**src/modular_square_root_assert.svh**
```systemverilog
// ----------------------------------------------------------------------------
// modular square root assertion macros
// concurrent assertion wrappers, empty when synthesizing
// ----------------------------------------------------------------------------
`ifndef MODULAR_SQUARE_ROOT_ASSERT_SVH
`define MODULAR_SQUARE_ROOT_ASSERT_SVH
`ifndef SYNTHESIS
// property must hold at every clock edge outside reset
`define MSQRT_ASSERT(lbl, clk, rstn, prop) \
  lbl: assert property (@(posedge clk) disable iff (!rstn) prop) \
    else $error("msqrt assertion failed");
// expression must never be true outside reset
`define MSQRT_NEVER(lbl, clk, rstn, expr) \
  `MSQRT_ASSERT(lbl, clk, rstn, !(expr))
`else
`define MSQRT_ASSERT(lbl, clk, rstn, prop)
`define MSQRT_NEVER(lbl, clk, rstn, expr)
`endif
`endif

```
**src/msqrt_pkg.sv**
```systemverilog
// ----------------------------------------------------------------------------
// msqrt_pkg
// command and status types shared by the controller and the datapath
// ----------------------------------------------------------------------------
package msqrt_pkg;

  // datapath operations, one per cycle
  typedef enum logic [3:0] {
    DP_NOP,
    DP_LOAD,
    DP_MUL,
    DP_POW_INIT,
    DP_EXP_SHIFT,
    DP_FACT_INIT,
    DP_FACT_SHIFT,
    DP_Z_INIT,
    DP_Z_NEXT,
    DP_COPY_ACC,
    DP_LOOP_INIT,
    DP_T2_INIT,
    DP_I_INC,
    DP_B_INIT,
    DP_J_INC,
    DP_ROUND_END
  } dp_op_e;

  // result writes, kept apart from the working ops
  typedef enum logic [1:0] {
    RES_NONE,
    RES_FAIL,
    RES_ACC,
    RES_R
  } res_op_e;

  // multiplier operand and pow base sources
  typedef enum logic [3:0] {
    OPD_ONE,
    OPD_A,
    OPD_Z,
    OPD_ACC,
    OPD_BASE,
    OPD_T2,
    OPD_B,
    OPD_C,
    OPD_T,
    OPD_R
  } opd_e;

  // destinations of a product or of a pow result copy
  typedef enum logic [2:0] {
    DST_A,
    DST_ACC,
    DST_BASE,
    DST_T2,
    DST_B,
    DST_C,
    DST_T,
    DST_R
  } dst_e;

  // pow exponent sources
  typedef enum logic [1:0] {
    EXP_K,
    EXP_P4,
    EXP_Q,
    EXP_QH
  } exp_e;

  typedef struct packed {
    dp_op_e  op;
    res_op_e res;
    opd_e    x_sel;
    opd_e    y_sel;
    dst_e    dst;
    exp_e    exp_sel;
  } cmd_t;

  typedef struct packed {
    logic mul_done;
    logic p_bad;
    logic p_mod4_3;
    logic q_even;
    logic z_stop;
    logic exp_zero;
    logic exp_lsb;
    logic acc_one;
    logic t_one;
    logic t2_one;
    logic rounds_max;
    logic i_stop;
    logic j_more;
  } status_t;

endpackage

```
**src/msqrt_mulmod.sv**
```systemverilog
// ----------------------------------------------------------------------------
// msqrt_mulmod
// bit-serial modular multiplier, one bit of y per cycle, msb first
// ----------------------------------------------------------------------------
`include "modular_square_root_assert.svh"

module msqrt_mulmod #(
  parameter int WIDTH = 32
) (
  input  logic             clk_i,
  input  logic             rst_ni,
  input  logic             start_i,
  input  logic [WIDTH-1:0] x_i,
  input  logic [WIDTH-1:0] y_i,
  input  logic [WIDTH-1:0] p_i,
  output logic             done_o,
  output logic [WIDTH-1:0] result_o
);

  localparam int CntW = (WIDTH > 1) ? $clog2(WIDTH) : 1;

  logic [WIDTH-1:0] acc_q, acc_d;
  logic [WIDTH-1:0] x_q;
  logic [WIDTH-1:0] y_q;
  logic [CntW-1:0]  cnt_q;
  logic             busy_q;
  logic             done_q;
  logic [WIDTH-1:0] dbl;

  // (u + v) mod p for u, v < p
  function automatic logic [WIDTH-1:0] add_mod(input logic [WIDTH-1:0] u,
                                               input logic [WIDTH-1:0] v,
                                               input logic [WIDTH-1:0] p);
    logic [WIDTH:0] sum;
    sum = {1'b0, u} + {1'b0, v};
    if (sum >= {1'b0, p}) begin
      sum = sum - {1'b0, p};
    end
    return sum[WIDTH-1:0];
  endfunction

  always_comb begin
    dbl   = add_mod(acc_q, acc_q, p_i);
    acc_d = y_q[WIDTH-1] ? add_mod(dbl, x_q, p_i) : dbl;
  end

  always_ff @(posedge clk_i or negedge rst_ni) begin
    if (!rst_ni) begin
      busy_q <= 1'b0;
      done_q <= 1'b0;
      cnt_q  <= '0;
    end else begin
      done_q <= 1'b0;
      if (start_i) begin
        busy_q <= 1'b1;
        cnt_q  <= '0;
      end else if (busy_q) begin
        cnt_q <= cnt_q + CntW'(1);
        if (cnt_q == CntW'(WIDTH - 1)) begin
          busy_q <= 1'b0;
          done_q <= 1'b1;
        end
      end
    end
  end

  always_ff @(posedge clk_i) begin
    if (start_i) begin
      acc_q <= '0;
      x_q   <= x_i;
      y_q   <= y_i;
    end else if (busy_q) begin
      acc_q <= acc_d;
      y_q   <= {y_q[WIDTH-2:0], 1'b0};
    end
  end

  assign done_o   = done_q;
  assign result_o = acc_q;

  `MSQRT_NEVER(a_start_while_busy, clk_i, rst_ni, start_i && busy_q)
  `MSQRT_ASSERT(a_result_reduced, clk_i, rst_ni, done_q |-> (acc_q < p_i))

endmodule

```
**src/msqrt_dp.sv**
```systemverilog
// ----------------------------------------------------------------------------
// msqrt_dp
// working registers, loop counters and the shared modular multiplier
// ----------------------------------------------------------------------------
module msqrt_dp #(
  parameter int WIDTH = 32
) (
  input  logic              clk_i,
  input  logic              rst_ni,
  input  msqrt_pkg::cmd_t   cmd_i,
  input  logic [WIDTH-1:0]  value_i,
  input  logic [WIDTH-1:0]  prime_i,
  output msqrt_pkg::status_t status_o,
  output logic [WIDTH-1:0]  root_o,
  output logic              has_root_o
);

  localparam int CW = $clog2(WIDTH + 1);
  localparam int TW = $clog2(16 * WIDTH + 1);

  logic [WIDTH-1:0] p_q, a_q, q_q, z_q, c_q, t_q, r_q, b_q;
  logic [WIDTH-1:0] acc_q, base_q, exp_q, t2_q;
  logic [CW-1:0]    s_q, m_q, i_q, j_q, rounds_q;
  logic [TW-1:0]    tries_q;
  msqrt_pkg::dst_e  dst_q;
  logic [WIDTH-1:0] root_q;
  logic             ok_q;

  logic             mul_start;
  logic             mul_done;
  logic [WIDTH-1:0] mul_res;
  logic [WIDTH-1:0] opd_x, opd_y, pow_base, exp_src;

  function automatic logic [WIDTH-1:0] pick(input msqrt_pkg::opd_e sel,
                                            input logic [WIDTH-1:0] a,
                                            input logic [WIDTH-1:0] z,
                                            input logic [WIDTH-1:0] acc,
                                            input logic [WIDTH-1:0] base,
                                            input logic [WIDTH-1:0] t2,
                                            input logic [WIDTH-1:0] b,
                                            input logic [WIDTH-1:0] c,
                                            input logic [WIDTH-1:0] t,
                                            input logic [WIDTH-1:0] r);
    logic [WIDTH-1:0] v;
    unique case (sel)
      msqrt_pkg::OPD_ONE:  v = WIDTH'(1);
      msqrt_pkg::OPD_A:    v = a;
      msqrt_pkg::OPD_Z:    v = z;
      msqrt_pkg::OPD_ACC:  v = acc;
      msqrt_pkg::OPD_BASE: v = base;
      msqrt_pkg::OPD_T2:   v = t2;
      msqrt_pkg::OPD_B:    v = b;
      msqrt_pkg::OPD_C:    v = c;
      msqrt_pkg::OPD_T:    v = t;
      msqrt_pkg::OPD_R:    v = r;
      default:             v = '0;
    endcase
    return v;
  endfunction

  always_comb begin
    opd_x    = pick(cmd_i.x_sel, a_q, z_q, acc_q, base_q, t2_q, b_q, c_q, t_q, r_q);
    opd_y    = pick(cmd_i.y_sel, a_q, z_q, acc_q, base_q, t2_q, b_q, c_q, t_q, r_q);
    pow_base = opd_x;
    unique case (cmd_i.exp_sel)
      msqrt_pkg::EXP_K:  exp_src = p_q >> 1;
      msqrt_pkg::EXP_P4: exp_src = (p_q >> 2) + WIDTH'(1);
      msqrt_pkg::EXP_Q:  exp_src = q_q;
      msqrt_pkg::EXP_QH: exp_src = (q_q >> 1) + WIDTH'(1);
      default:           exp_src = q_q;
    endcase
  end

  assign mul_start = (cmd_i.op == msqrt_pkg::DP_MUL);

  msqrt_mulmod #(
    .WIDTH(WIDTH)
  ) u_mulmod (
    .clk_i   (clk_i),
    .rst_ni  (rst_ni),
    .start_i (mul_start),
    .x_i     (opd_x),
    .y_i     (opd_y),
    .p_i     (p_q),
    .done_o  (mul_done),
    .result_o(mul_res)
  );

  always_ff @(posedge clk_i) begin
    // product write-back
    if (mul_done) begin
      unique case (dst_q)
        msqrt_pkg::DST_A:    a_q    <= mul_res;
        msqrt_pkg::DST_ACC:  acc_q  <= mul_res;
        msqrt_pkg::DST_BASE: base_q <= mul_res;
        msqrt_pkg::DST_T2:   t2_q   <= mul_res;
        msqrt_pkg::DST_B:    b_q    <= mul_res;
        msqrt_pkg::DST_C:    c_q    <= mul_res;
        msqrt_pkg::DST_T:    t_q    <= mul_res;
        msqrt_pkg::DST_R:    r_q    <= mul_res;
        default:             a_q    <= mul_res;
      endcase
    end
    unique case (cmd_i.op)
      msqrt_pkg::DP_NOP: begin
      end
      msqrt_pkg::DP_LOAD: begin
        a_q <= value_i;
        p_q <= prime_i;
      end
      msqrt_pkg::DP_MUL: begin
        dst_q <= cmd_i.dst;
      end
      msqrt_pkg::DP_POW_INIT: begin
        acc_q  <= WIDTH'(1);
        base_q <= pow_base;
        exp_q  <= exp_src;
      end
      msqrt_pkg::DP_EXP_SHIFT: begin
        exp_q <= exp_q >> 1;
      end
      msqrt_pkg::DP_FACT_INIT: begin
        q_q <= p_q - WIDTH'(1);
        s_q <= '0;
      end
      msqrt_pkg::DP_FACT_SHIFT: begin
        q_q <= q_q >> 1;
        s_q <= s_q + CW'(1);
      end
      msqrt_pkg::DP_Z_INIT: begin
        z_q     <= WIDTH'(2);
        tries_q <= '0;
      end
      msqrt_pkg::DP_Z_NEXT: begin
        z_q     <= z_q + WIDTH'(1);
        tries_q <= tries_q + TW'(1);
      end
      msqrt_pkg::DP_COPY_ACC: begin
        unique case (cmd_i.dst)
          msqrt_pkg::DST_C: c_q <= acc_q;
          msqrt_pkg::DST_T: t_q <= acc_q;
          default:          r_q <= acc_q;
        endcase
      end
      msqrt_pkg::DP_LOOP_INIT: begin
        m_q      <= s_q;
        rounds_q <= '0;
      end
      msqrt_pkg::DP_T2_INIT: begin
        t2_q <= t_q;
        i_q  <= '0;
      end
      msqrt_pkg::DP_I_INC: begin
        i_q <= i_q + CW'(1);
      end
      msqrt_pkg::DP_B_INIT: begin
        b_q <= c_q;
        j_q <= '0;
      end
      msqrt_pkg::DP_J_INC: begin
        j_q <= j_q + CW'(1);
      end
      msqrt_pkg::DP_ROUND_END: begin
        m_q      <= i_q;
        rounds_q <= rounds_q + CW'(1);
      end
      default: begin
      end
    endcase
    unique case (cmd_i.res)
      msqrt_pkg::RES_NONE: begin
      end
      msqrt_pkg::RES_FAIL: begin
        root_q <= '0;
        ok_q   <= 1'b0;
      end
      msqrt_pkg::RES_ACC: begin
        root_q <= acc_q;
        ok_q   <= 1'b1;
      end
      msqrt_pkg::RES_R: begin
        root_q <= r_q;
        ok_q   <= 1'b1;
      end
      default: begin
      end
    endcase
  end

  always_comb begin
    status_o.mul_done   = mul_done;
    status_o.p_bad      = (p_q < WIDTH'(3)) || !p_q[0];
    status_o.p_mod4_3   = (p_q[1:0] == 2'b11);
    status_o.q_even     = !q_q[0];
    status_o.z_stop     = (z_q >= p_q) || (tries_q >= TW'(16 * WIDTH));
    status_o.exp_zero   = (exp_q == '0);
    status_o.exp_lsb    = exp_q[0];
    status_o.acc_one    = (acc_q == WIDTH'(1));
    status_o.t_one      = (t_q == WIDTH'(1));
    status_o.t2_one     = (t2_q == WIDTH'(1));
    status_o.rounds_max = (rounds_q >= CW'(WIDTH));
    status_o.i_stop     = ({1'b0, i_q} + (CW + 1)'(1)) >= {1'b0, m_q};
    status_o.j_more     = ({1'b0, j_q} + {1'b0, i_q} + (CW + 1)'(1)) < {1'b0, m_q};
  end

  assign root_o     = root_q;
  assign has_root_o = ok_q;

endmodule

```
**src/msqrt_ctrl.sv**
```systemverilog
// ----------------------------------------------------------------------------
// msqrt_ctrl
// sequencer for euler test, factoring, non-residue search and main loop
// ----------------------------------------------------------------------------
module msqrt_ctrl (
  input  logic               clk_i,
  input  logic               rst_ni,
  input  logic               in_valid_i,
  output logic               in_ready_o,
  output logic               out_valid_o,
  input  logic               out_ready_i,
  input  msqrt_pkg::status_t status_i,
  output msqrt_pkg::cmd_t    cmd_o
);

  typedef enum logic [5:0] {
    S_IDLE, S_CHECK, S_REDUCE_W, S_EULER, S_EULER_CHK,
    S_POW, S_POW_MUL_W, S_POW_SQ, S_POW_SQ_W,
    S_FACT, S_Z_TEST, S_Z_CHK,
    S_C_SAVE, S_T_POW, S_T_SAVE, S_R_POW, S_R_SAVE,
    S_LOOP, S_SQ, S_SQ_W, S_BSQ, S_BSQ_W,
    S_UPD_C_W, S_UPD_T, S_UPD_T_W, S_UPD_R, S_UPD_R_W, S_ROUND_END,
    S_FAIL, S_PASS_ACC, S_PASS_R
  } state_e;

  state_e state_q, state_d, ret_q, ret_d;
  logic   out_valid_q, out_valid_d;
  logic   slot_free;

  assign slot_free = !out_valid_q || out_ready_i;

  always_comb begin
    state_d       = state_q;
    ret_d         = ret_q;
    out_valid_d   = out_valid_q && !out_ready_i;
    cmd_o         = '0;
    cmd_o.op      = msqrt_pkg::DP_NOP;
    cmd_o.res     = msqrt_pkg::RES_NONE;
    cmd_o.x_sel   = msqrt_pkg::OPD_ONE;
    cmd_o.y_sel   = msqrt_pkg::OPD_ONE;
    cmd_o.dst     = msqrt_pkg::DST_A;
    cmd_o.exp_sel = msqrt_pkg::EXP_K;
    unique case (state_q)
      S_IDLE: begin
        if (in_valid_i) begin
          cmd_o.op = msqrt_pkg::DP_LOAD;
          state_d  = S_CHECK;
        end
      end
      S_CHECK: begin
        if (status_i.p_bad) begin
          state_d = S_FAIL;
        end else begin
          cmd_o.op    = msqrt_pkg::DP_MUL;
          cmd_o.x_sel = msqrt_pkg::OPD_ONE;
          cmd_o.y_sel = msqrt_pkg::OPD_A;
          cmd_o.dst   = msqrt_pkg::DST_A;
          state_d     = S_REDUCE_W;
        end
      end
      S_REDUCE_W: if (status_i.mul_done) state_d = S_EULER;
      S_EULER: begin
        cmd_o.op      = msqrt_pkg::DP_POW_INIT;
        cmd_o.x_sel   = msqrt_pkg::OPD_A;
        cmd_o.exp_sel = msqrt_pkg::EXP_K;
        ret_d         = S_EULER_CHK;
        state_d       = S_POW;
      end
      S_POW: begin
        if (status_i.exp_zero) begin
          state_d = ret_q;
        end else if (status_i.exp_lsb) begin
          cmd_o.op    = msqrt_pkg::DP_MUL;
          cmd_o.x_sel = msqrt_pkg::OPD_ACC;
          cmd_o.y_sel = msqrt_pkg::OPD_BASE;
          cmd_o.dst   = msqrt_pkg::DST_ACC;
          state_d     = S_POW_MUL_W;
        end else begin
          state_d = S_POW_SQ;
        end
      end
      S_POW_MUL_W: if (status_i.mul_done) state_d = S_POW_SQ;
      S_POW_SQ: begin
        cmd_o.op    = msqrt_pkg::DP_MUL;
        cmd_o.x_sel = msqrt_pkg::OPD_BASE;
        cmd_o.y_sel = msqrt_pkg::OPD_BASE;
        cmd_o.dst   = msqrt_pkg::DST_BASE;
        state_d     = S_POW_SQ_W;
      end
      S_POW_SQ_W: begin
        if (status_i.mul_done) begin
          cmd_o.op = msqrt_pkg::DP_EXP_SHIFT;
          state_d  = S_POW;
        end
      end
      S_EULER_CHK: begin
        if (!status_i.acc_one) begin
          state_d = S_FAIL;
        end else if (status_i.p_mod4_3) begin
          cmd_o.op      = msqrt_pkg::DP_POW_INIT;
          cmd_o.x_sel   = msqrt_pkg::OPD_A;
          cmd_o.exp_sel = msqrt_pkg::EXP_P4;
          ret_d         = S_PASS_ACC;
          state_d       = S_POW;
        end else begin
          cmd_o.op = msqrt_pkg::DP_FACT_INIT;
          state_d  = S_FACT;
        end
      end
      S_FACT: begin
        if (status_i.q_even) begin
          cmd_o.op = msqrt_pkg::DP_FACT_SHIFT;
        end else begin
          cmd_o.op = msqrt_pkg::DP_Z_INIT;
          state_d  = S_Z_TEST;
        end
      end
      S_Z_TEST: begin
        if (status_i.z_stop) begin
          state_d = S_FAIL;
        end else begin
          cmd_o.op      = msqrt_pkg::DP_POW_INIT;
          cmd_o.x_sel   = msqrt_pkg::OPD_Z;
          cmd_o.exp_sel = msqrt_pkg::EXP_K;
          ret_d         = S_Z_CHK;
          state_d       = S_POW;
        end
      end
      S_Z_CHK: begin
        if (status_i.acc_one) begin
          cmd_o.op = msqrt_pkg::DP_Z_NEXT;
          state_d  = S_Z_TEST;
        end else begin
          cmd_o.op      = msqrt_pkg::DP_POW_INIT;
          cmd_o.x_sel   = msqrt_pkg::OPD_Z;
          cmd_o.exp_sel = msqrt_pkg::EXP_Q;
          ret_d         = S_C_SAVE;
          state_d       = S_POW;
        end
      end
      S_C_SAVE: begin
        cmd_o.op  = msqrt_pkg::DP_COPY_ACC;
        cmd_o.dst = msqrt_pkg::DST_C;
        state_d   = S_T_POW;
      end
      S_T_POW: begin
        cmd_o.op      = msqrt_pkg::DP_POW_INIT;
        cmd_o.x_sel   = msqrt_pkg::OPD_A;
        cmd_o.exp_sel = msqrt_pkg::EXP_Q;
        ret_d         = S_T_SAVE;
        state_d       = S_POW;
      end
      S_T_SAVE: begin
        cmd_o.op  = msqrt_pkg::DP_COPY_ACC;
        cmd_o.dst = msqrt_pkg::DST_T;
        state_d   = S_R_POW;
      end
      S_R_POW: begin
        cmd_o.op      = msqrt_pkg::DP_POW_INIT;
        cmd_o.x_sel   = msqrt_pkg::OPD_A;
        cmd_o.exp_sel = msqrt_pkg::EXP_QH;
        ret_d         = S_R_SAVE;
        state_d       = S_POW;
      end
      S_R_SAVE: begin
        cmd_o.op  = msqrt_pkg::DP_COPY_ACC;
        cmd_o.dst = msqrt_pkg::DST_R;
        state_d   = S_ROUND_END;
        ret_d     = S_LOOP;
      end
      S_LOOP: begin
        if (status_i.t_one) begin
          state_d = S_PASS_R;
        end else if (status_i.rounds_max) begin
          state_d = S_FAIL;
        end else begin
          cmd_o.op = msqrt_pkg::DP_T2_INIT;
          state_d  = S_SQ;
        end
      end
      S_SQ: begin
        if (status_i.t2_one) begin
          cmd_o.op = msqrt_pkg::DP_B_INIT;
          state_d  = S_BSQ;
        end else if (status_i.i_stop) begin
          state_d = S_FAIL;
        end else begin
          cmd_o.op    = msqrt_pkg::DP_MUL;
          cmd_o.x_sel = msqrt_pkg::OPD_T2;
          cmd_o.y_sel = msqrt_pkg::OPD_T2;
          cmd_o.dst   = msqrt_pkg::DST_T2;
          state_d     = S_SQ_W;
        end
      end
      S_SQ_W: begin
        if (status_i.mul_done) begin
          cmd_o.op = msqrt_pkg::DP_I_INC;
          state_d  = S_SQ;
        end
      end
      S_BSQ: begin
        cmd_o.op    = msqrt_pkg::DP_MUL;
        cmd_o.x_sel = msqrt_pkg::OPD_B;
        cmd_o.y_sel = msqrt_pkg::OPD_B;
        if (status_i.j_more) begin
          cmd_o.dst = msqrt_pkg::DST_B;
          state_d   = S_BSQ_W;
        end else begin
          cmd_o.dst = msqrt_pkg::DST_C;
          state_d   = S_UPD_C_W;
        end
      end
      S_BSQ_W: begin
        if (status_i.mul_done) begin
          cmd_o.op = msqrt_pkg::DP_J_INC;
          state_d  = S_BSQ;
        end
      end
      S_UPD_C_W: if (status_i.mul_done) state_d = S_UPD_T;
      S_UPD_T: begin
        cmd_o.op    = msqrt_pkg::DP_MUL;
        cmd_o.x_sel = msqrt_pkg::OPD_T;
        cmd_o.y_sel = msqrt_pkg::OPD_C;
        cmd_o.dst   = msqrt_pkg::DST_T;
        state_d     = S_UPD_T_W;
      end
      S_UPD_T_W: if (status_i.mul_done) state_d = S_UPD_R;
      S_UPD_R: begin
        cmd_o.op    = msqrt_pkg::DP_MUL;
        cmd_o.x_sel = msqrt_pkg::OPD_R;
        cmd_o.y_sel = msqrt_pkg::OPD_B;
        cmd_o.dst   = msqrt_pkg::DST_R;
        state_d     = S_UPD_R_W;
      end
      S_UPD_R_W: if (status_i.mul_done) state_d = S_ROUND_END;
      S_ROUND_END: begin
        // entered from setup with ret at loop start: set m and clear rounds
        if (ret_q == S_LOOP) begin
          cmd_o.op = msqrt_pkg::DP_LOOP_INIT;
          ret_d    = S_IDLE;
        end else begin
          cmd_o.op = msqrt_pkg::DP_ROUND_END;
        end
        state_d = S_LOOP;
      end
      S_FAIL, S_PASS_ACC, S_PASS_R: begin
        if (slot_free) begin
          priority if (state_q == S_FAIL) begin
            cmd_o.res = msqrt_pkg::RES_FAIL;
          end else if (state_q == S_PASS_ACC) begin
            cmd_o.res = msqrt_pkg::RES_ACC;
          end else begin
            cmd_o.res = msqrt_pkg::RES_R;
          end
          out_valid_d = 1'b1;
          state_d     = S_IDLE;
        end
      end
      default: state_d = S_IDLE;
    endcase
  end

  always_ff @(posedge clk_i or negedge rst_ni) begin
    if (!rst_ni) begin
      state_q     <= S_IDLE;
      ret_q       <= S_IDLE;
      out_valid_q <= 1'b0;
    end else begin
      state_q     <= state_d;
      ret_q       <= ret_d;
      out_valid_q <= out_valid_d;
    end
  end

  assign in_ready_o  = (state_q == S_IDLE);
  assign out_valid_o = out_valid_q;

endmodule

```
**src/modular_square_root.sv**
```systemverilog
// ----------------------------------------------------------------------------
// modular_square_root
// tonelli-shanks square root modulo an odd prime, one shared multiplier
// ----------------------------------------------------------------------------
// Takes a value and an odd prime modulus and answers a root r with
// r*r == value mod p, or has_root 0 with root 0. Both inputs are cut to
// their low WIDTH bits. Euler's test runs first, so a value that is zero
// mod p reports no root; moduli below three or even report no root too.
// Primes that are 3 mod 4 take one exponentiation to (p+1)/4, all others
// run the full Tonelli-Shanks loop, capped at WIDTH rounds. Every product
// goes through one bit-serial modular multiplier, so that multiplier sets
// the latency: an exponentiation with an n-bit exponent costs up to 2n
// products. A 3 mod 4 prime takes Euler's exponentiation and one more;
// other primes add one exponentiation per tried non-residue candidate,
// three setup exponentiations and up to WIDTH rounds of at most about
// WIDTH+1 products each. One item is processed at a time; a finished
// result waits in an output register, and the next item is accepted
// while it waits.
// ----------------------------------------------------------------------------
`include "modular_square_root_assert.svh"

module modular_square_root #(
  parameter int WIDTH = 32
) (
  input  logic        clk_i,
  input  logic        rst_ni,
  // request channel
  input  logic        in_valid_i,
  output logic        in_ready_o,
  input  logic [31:0] value_i,
  input  logic [31:0] prime_modulus_i,
  // result channel
  output logic        out_valid_o,
  input  logic        out_ready_i,
  output logic [31:0] root_o,
  output logic        has_root_o
);

  msqrt_pkg::cmd_t    cmd;
  msqrt_pkg::status_t status;

  // operands cut or widened to the working width
  logic [WIDTH-1:0] value_w;
  logic [WIDTH-1:0] prime_w;
  logic [WIDTH-1:0] root_w;

  assign value_w = WIDTH'(value_i);
  assign prime_w = WIDTH'(prime_modulus_i);
  assign root_o  = 32'(root_w);

  // sequencer: decides every step from datapath status flags
  msqrt_ctrl u_ctrl (
    .clk_i      (clk_i),
    .rst_ni     (rst_ni),
    .in_valid_i (in_valid_i),
    .in_ready_o (in_ready_o),
    .out_valid_o(out_valid_o),
    .out_ready_i(out_ready_i),
    .status_i   (status),
    .cmd_o      (cmd)
  );

  // working registers, counters and modular multiplier
  msqrt_dp #(
    .WIDTH(WIDTH)
  ) u_dp (
    .clk_i     (clk_i),
    .rst_ni    (rst_ni),
    .cmd_i     (cmd),
    .value_i   (value_w),
    .prime_i   (prime_w),
    .status_o  (status),
    .root_o    (root_w),
    .has_root_o(has_root_o)
  );

  // a missing root is always reported as zero
  `MSQRT_ASSERT(a_no_root_zero, clk_i, rst_ni, (out_valid_o && !has_root_o) |-> root_o == '0)
  // a request is never taken twice in a row
  `MSQRT_ASSERT(a_one_at_a_time, clk_i, rst_ni, (in_valid_i && in_ready_o) |=> !in_ready_o)

endmodule
```
**config.mk**
```make
export PLATFORM = sky130hd
export DESIGN_NAME = modular_square_root
export DESIGN_NICKNAME = d
export VERILOG_FILES = /design/src/msqrt_pkg.sv /design/src/msqrt_mulmod.sv /design/src/msqrt_dp.sv /design/src/msqrt_ctrl.sv /design/src/modular_square_root.sv
export VERILOG_INCLUDE_DIRS = /design/src /design/src/src
export SDC_FILE = /design/constraint.sdc
export NUM_CORES = 2
export LEC_CHECK = 0
export BUFFER_PORTS_ARGS = -buffer_cell sky130_fd_sc_hd__buf_4
export CAP_MARGIN = 5
export CORE_ASPECT_RATIO = 1.4
export CORE_MARGIN = 4
export CORE_UTILIZATION = 35
export DETAILED_ROUTE_END_ITERATION = 16
export GPL_TIMING_DRIVEN = 0
export PLACE_DENSITY = 0.52
export REMOVE_ABC_BUFFERS = 1
export SLEW_MARGIN = 20
export SYNTH_ARGS = -nofsm -noshare
export SYNTH_HDL_FRONTEND = slang
export SYNTH_SLANG_ARGS = --single-unit
```
**constraint.sdc**
```tcl
create_clock -name clk_i -period 7.1 [get_ports clk_i]
set_input_delay 0 -clock clk_i [delete_from_list [all_inputs] [get_ports clk_i]]
set_output_delay 0 -clock clk_i [all_outputs]
set_load 0.02 [all_outputs]
```
==> results.toml <==
[timing]
finalCriticalPeriod_ns = 7.724
hold_viol = 0
worstMarginPinSlew_ns = 1.077
fmax_mhz = 129.5
setup_viol = 28
final.setup.tns_ns = -10.26
relSlewSlack_pct = 28.21
fin_crit_sh_pct = 108.8
slew_viol_final = 0
finalClockSkew_ns = 0.03264
finalWorstSetupSlack_ns = -0.6237
rsz0062_at_grt = "true"

[cells_and_area]
area_growth_pct = 23.74
multi_input_area_mm2 = 0.02020
fillCellCount = 9838
seq_area_mm2 = 0.01556
nets = 4285
drive_above_1_share_pct = 20.45

[routing]
drtIter0Drc = 2824
dr.pass1.iters = 7
route.vias.total = 31500
wl_per_cell_um = 24.75
routed_wl_um = 134600
via_per_inst = 5.792
antenna_left = 0
drc = 0

[floorplan]
rows = 138
coreArea_mm2 = 0.1012
dieWidth_um = 278.1
initial_core_util_pct = 35.34
die_y_um = 386.2
design.die.area_mm2 = 0.1074
pin_count = 103

[setup_path]
critical_path.max_stage_delay_ns = 0.57
crit_fanout = 6
crit_arrival_ns = 8.23
start_kind = "register"
cp-end-kind = "register"
crit_top_cell = "buf_4"
path_class = "register to register"
cp.required_ns = 7.60
crit_slowest_cell = "edfxtp_1"

[global_route]
grt_use_met2_pct = 42.39
busiest_layer = "met2"
grt_antenna_before_repair = 1
grt_max_degree = 62
grt_use_met1_pct = 29.77
grt-ovfl-total = 0
use_met3_pct = 2.526
first_global_vias = 30960
grt_pass1_wl_um = 198800
grt_util_all_layers_pct = 24.20

[clocking]
clk_pin_slew_worst_paths_ns = 0.06
cts_tree = "yes"
cts_root_buffer = "clkbuf_16"
htree_levels = 3
numCtsBuffers = 66
insertion_delay_ns = 0.67
clock-sinks = 574
cts_buffer_depth = 3

[synthesis]
ys_ff_latch = 574
synth_top_area_share_pct = 33.26
synth_cells = 3838
ys_top_cells_by_area = "edfxtp_1, dfxtp_1, ha_1"
yosysTopAreaCell = "edfxtp_1"
yosysSeqAreaShare_pct = 43.47
ys_types = 84
yosysWarnings = 0
netlist_area_mm2 = 0.03576
syn_area_per_cell_um2 = 9.317
synth_edf_count = 396
async_reset_ff_share_pct = 3.136
ys.flop_type = "edfxtp_1"

[flow_run]
max_cap_viol_count = 0

[placement]
post-dp-hpwl_um = 95890
place_congestion = 0.9238
port_buffers = 102

[run_status]
status = "finished with violations"
failed_checks = "negative setup slack"

[min_path]
hp-class = "input pin to register"
## final cells by class
class	instances	area share [%]
Antenna cell	1	0.005656
Clock inverter	36	1.109
Sequential cell	574	35.18
Clock buffer	86	4.154
Multi-Input combinational cell	2877	45.65
Tap cell	1330	3.761
Inverter	131	1.205
Timing Repair Buffer	403	8.931
## critical path, delay by kind of cell, from the launching register on
| family | cells | cell delay (ns) |
|---|---|---|
| simple gates | 10 | 1.83 |
| compound gates | 12 | 2.12 |
| mux | 2 | 0.54 |
| buf+inv | 10 | 1.53 |
| fa+ha+maj | 3 | 0.97 |
| flops | 1 | 0.57 |
## cell families (layout without fill, tap and decap cells)
logic type,count (synthesis),in the layout,synth area share [%]
compound gates,1056,1057,19.44
flops,574,574,43.47
other cells,0,1,0
fa+ha+maj,164,164,5.823
buf+inv,388,656,4.276
xor+xnor,213,213,5.217
simple gates,1244,1244,15.69
mux,199,199,6.075
## cells in the mapped netlist (all sizes together), types with 9 or more instances
cell type / count
inv: 129
xor2: 60
clkbuf: 222
a22o: 34
edfxtp: 396
o21a: 21
a21oi: 294
ha: 160
xnor2: 153
and3: 37
o21bai: 13
a2111oi: 9
dfrtp: 18
nor4: 53
and2: 10
mux2: 105
dfxtp: 160
o31ai: 16
a221o: 48
a22oi: 70
a21o: 58
o21ai: 270
o211ai: 34
nor2b: 24
nor2: 309
nor3: 59
a222oi: 35
nand2: 502
nand3: 121
or2: 9
or3: 17
o22ai: 20
a21boi: 15
a211oi: 17
mux2i: 94
a221oi: 24
nand4: 58
buf: 35
a31oi: 20
nand2b: 25
## timing repair
action / 4_1_cts / 5_1_grt
cloned: 6 / 0
hold endpoints to repair: 89 / 0
hold buffers: 68 / 0
endpoints found under the setup margin: 32 / 32
resized for setup: 208 / 119
pin swaps: 70 / 89
setup buffers: 104 / 42
## through the flow
stage / hold WS, ns / utilization (%) / cell area (µm²) / std cells / setup slack, ns
final: 0.06429 / 43.73 / 44240 / 5438 / -0.6237
after global routing: 0.05656 / 43.72 / 44240 / 5437 / -0.7292
after CTS: 0.02544 / 42.87 / 43380 / 5396 / -0.4023
after detailed placement: -0.09828 / 38.19 / 38640 / 5096 / -3.566
after global placement: -0.09951 / 36.72 / 37150 / 5013 / -9.441
after floorplan: -0.2956 / - / 34720 / 3581 / -1.779
## final timing paths
kind                       slack [ns]  cells past startpoint                               start                                endpoint
max                             -0.62                     37              u_dp.p_q[20]$_DFFE_PN_  u_dp.u_mulmod.result_o[4]$_SDFFE_PN0P_
max in group asynchronous        5.87                      3                              rst_ni          u_dp.u_mulmod.busy_q$_DFF_PN0_
min in group asynchronous        0.59                      3                              rst_ni            u_ctrl.out_valid_o$_DFF_PN0_
min reg2reg                      0.54                      2  u_dp.u_mulmod.cnt_q[4]$_DFFE_PN0P_      u_dp.u_mulmod.cnt_q[4]$_DFFE_PN0P_
max reg2reg                     -0.62                     37              u_dp.p_q[20]$_DFFE_PN_  u_dp.u_mulmod.result_o[4]$_SDFFE_PN0P_
min                              0.06                      2                 prime_modulus_i[17]                  u_dp.p_q[17]$_DFFE_PN_
## sequential cells by signal (all words and copies together), names as in the netlist, 32 cells and up
signal,flops
u_dp.t_q,32
u_dp.z_q,32
u_dp.b_q,32
u_dp.u_mulmod.y_q,32
u_dp.base_q,32
u_dp.t2_q,32
u_dp.q_q,32
u_dp.r_q,32
u_dp.acc_q,32
u_dp.exp_q,32
u_dp.root_o,32
u_dp.u_mulmod.x_q,32
u_dp.a_q,32
u_dp.p_q,32
u_dp.u_mulmod.result_o,32
u_dp.c_q,32
## layer usage
layer / wire, µm / share of wire (%)
met4: 7108 / 5.3
met2: 66060 / 49
met1: 54080 / 40
met3: 7345 / 5.5
met5: 0 / 0
## layout by cell type (no fill, tap or decap), types with 17 or more instances in the layout
cell	instances
a21o_1	55
a21oi_1	248
a21oi_2	36
a221o_1	48
a221oi_1	22
a222oi_1	35
a22o_1	34
a22oi_1	70
and3_1	31
buf_12	18
buf_16	19
buf_4	253
buf_6	20
clkbuf_16	67
dfxtp_1	146
dlygate4sd3_1	68
edfxtp_1	396
ha_1	117
ha_4	29
inv_1	102
mux2_2	84
mux2i_1	85
nand2_1	483
nand2b_1	24
nand3_1	116
nand4_1	58
nor2_1	296
nor2b_1	24
nor3_1	49
nor4_1	48
o211ai_1	34
o21a_1	19
o21ai_0	196
o21ai_1	51
o21ai_2	17
o22ai_1	20
xnor2_1	150
xor2_1	59
Power is left out: the tool's default activity adds up to more than one toggle a clock period on the data nets, which glitch-free logic cannot reach.
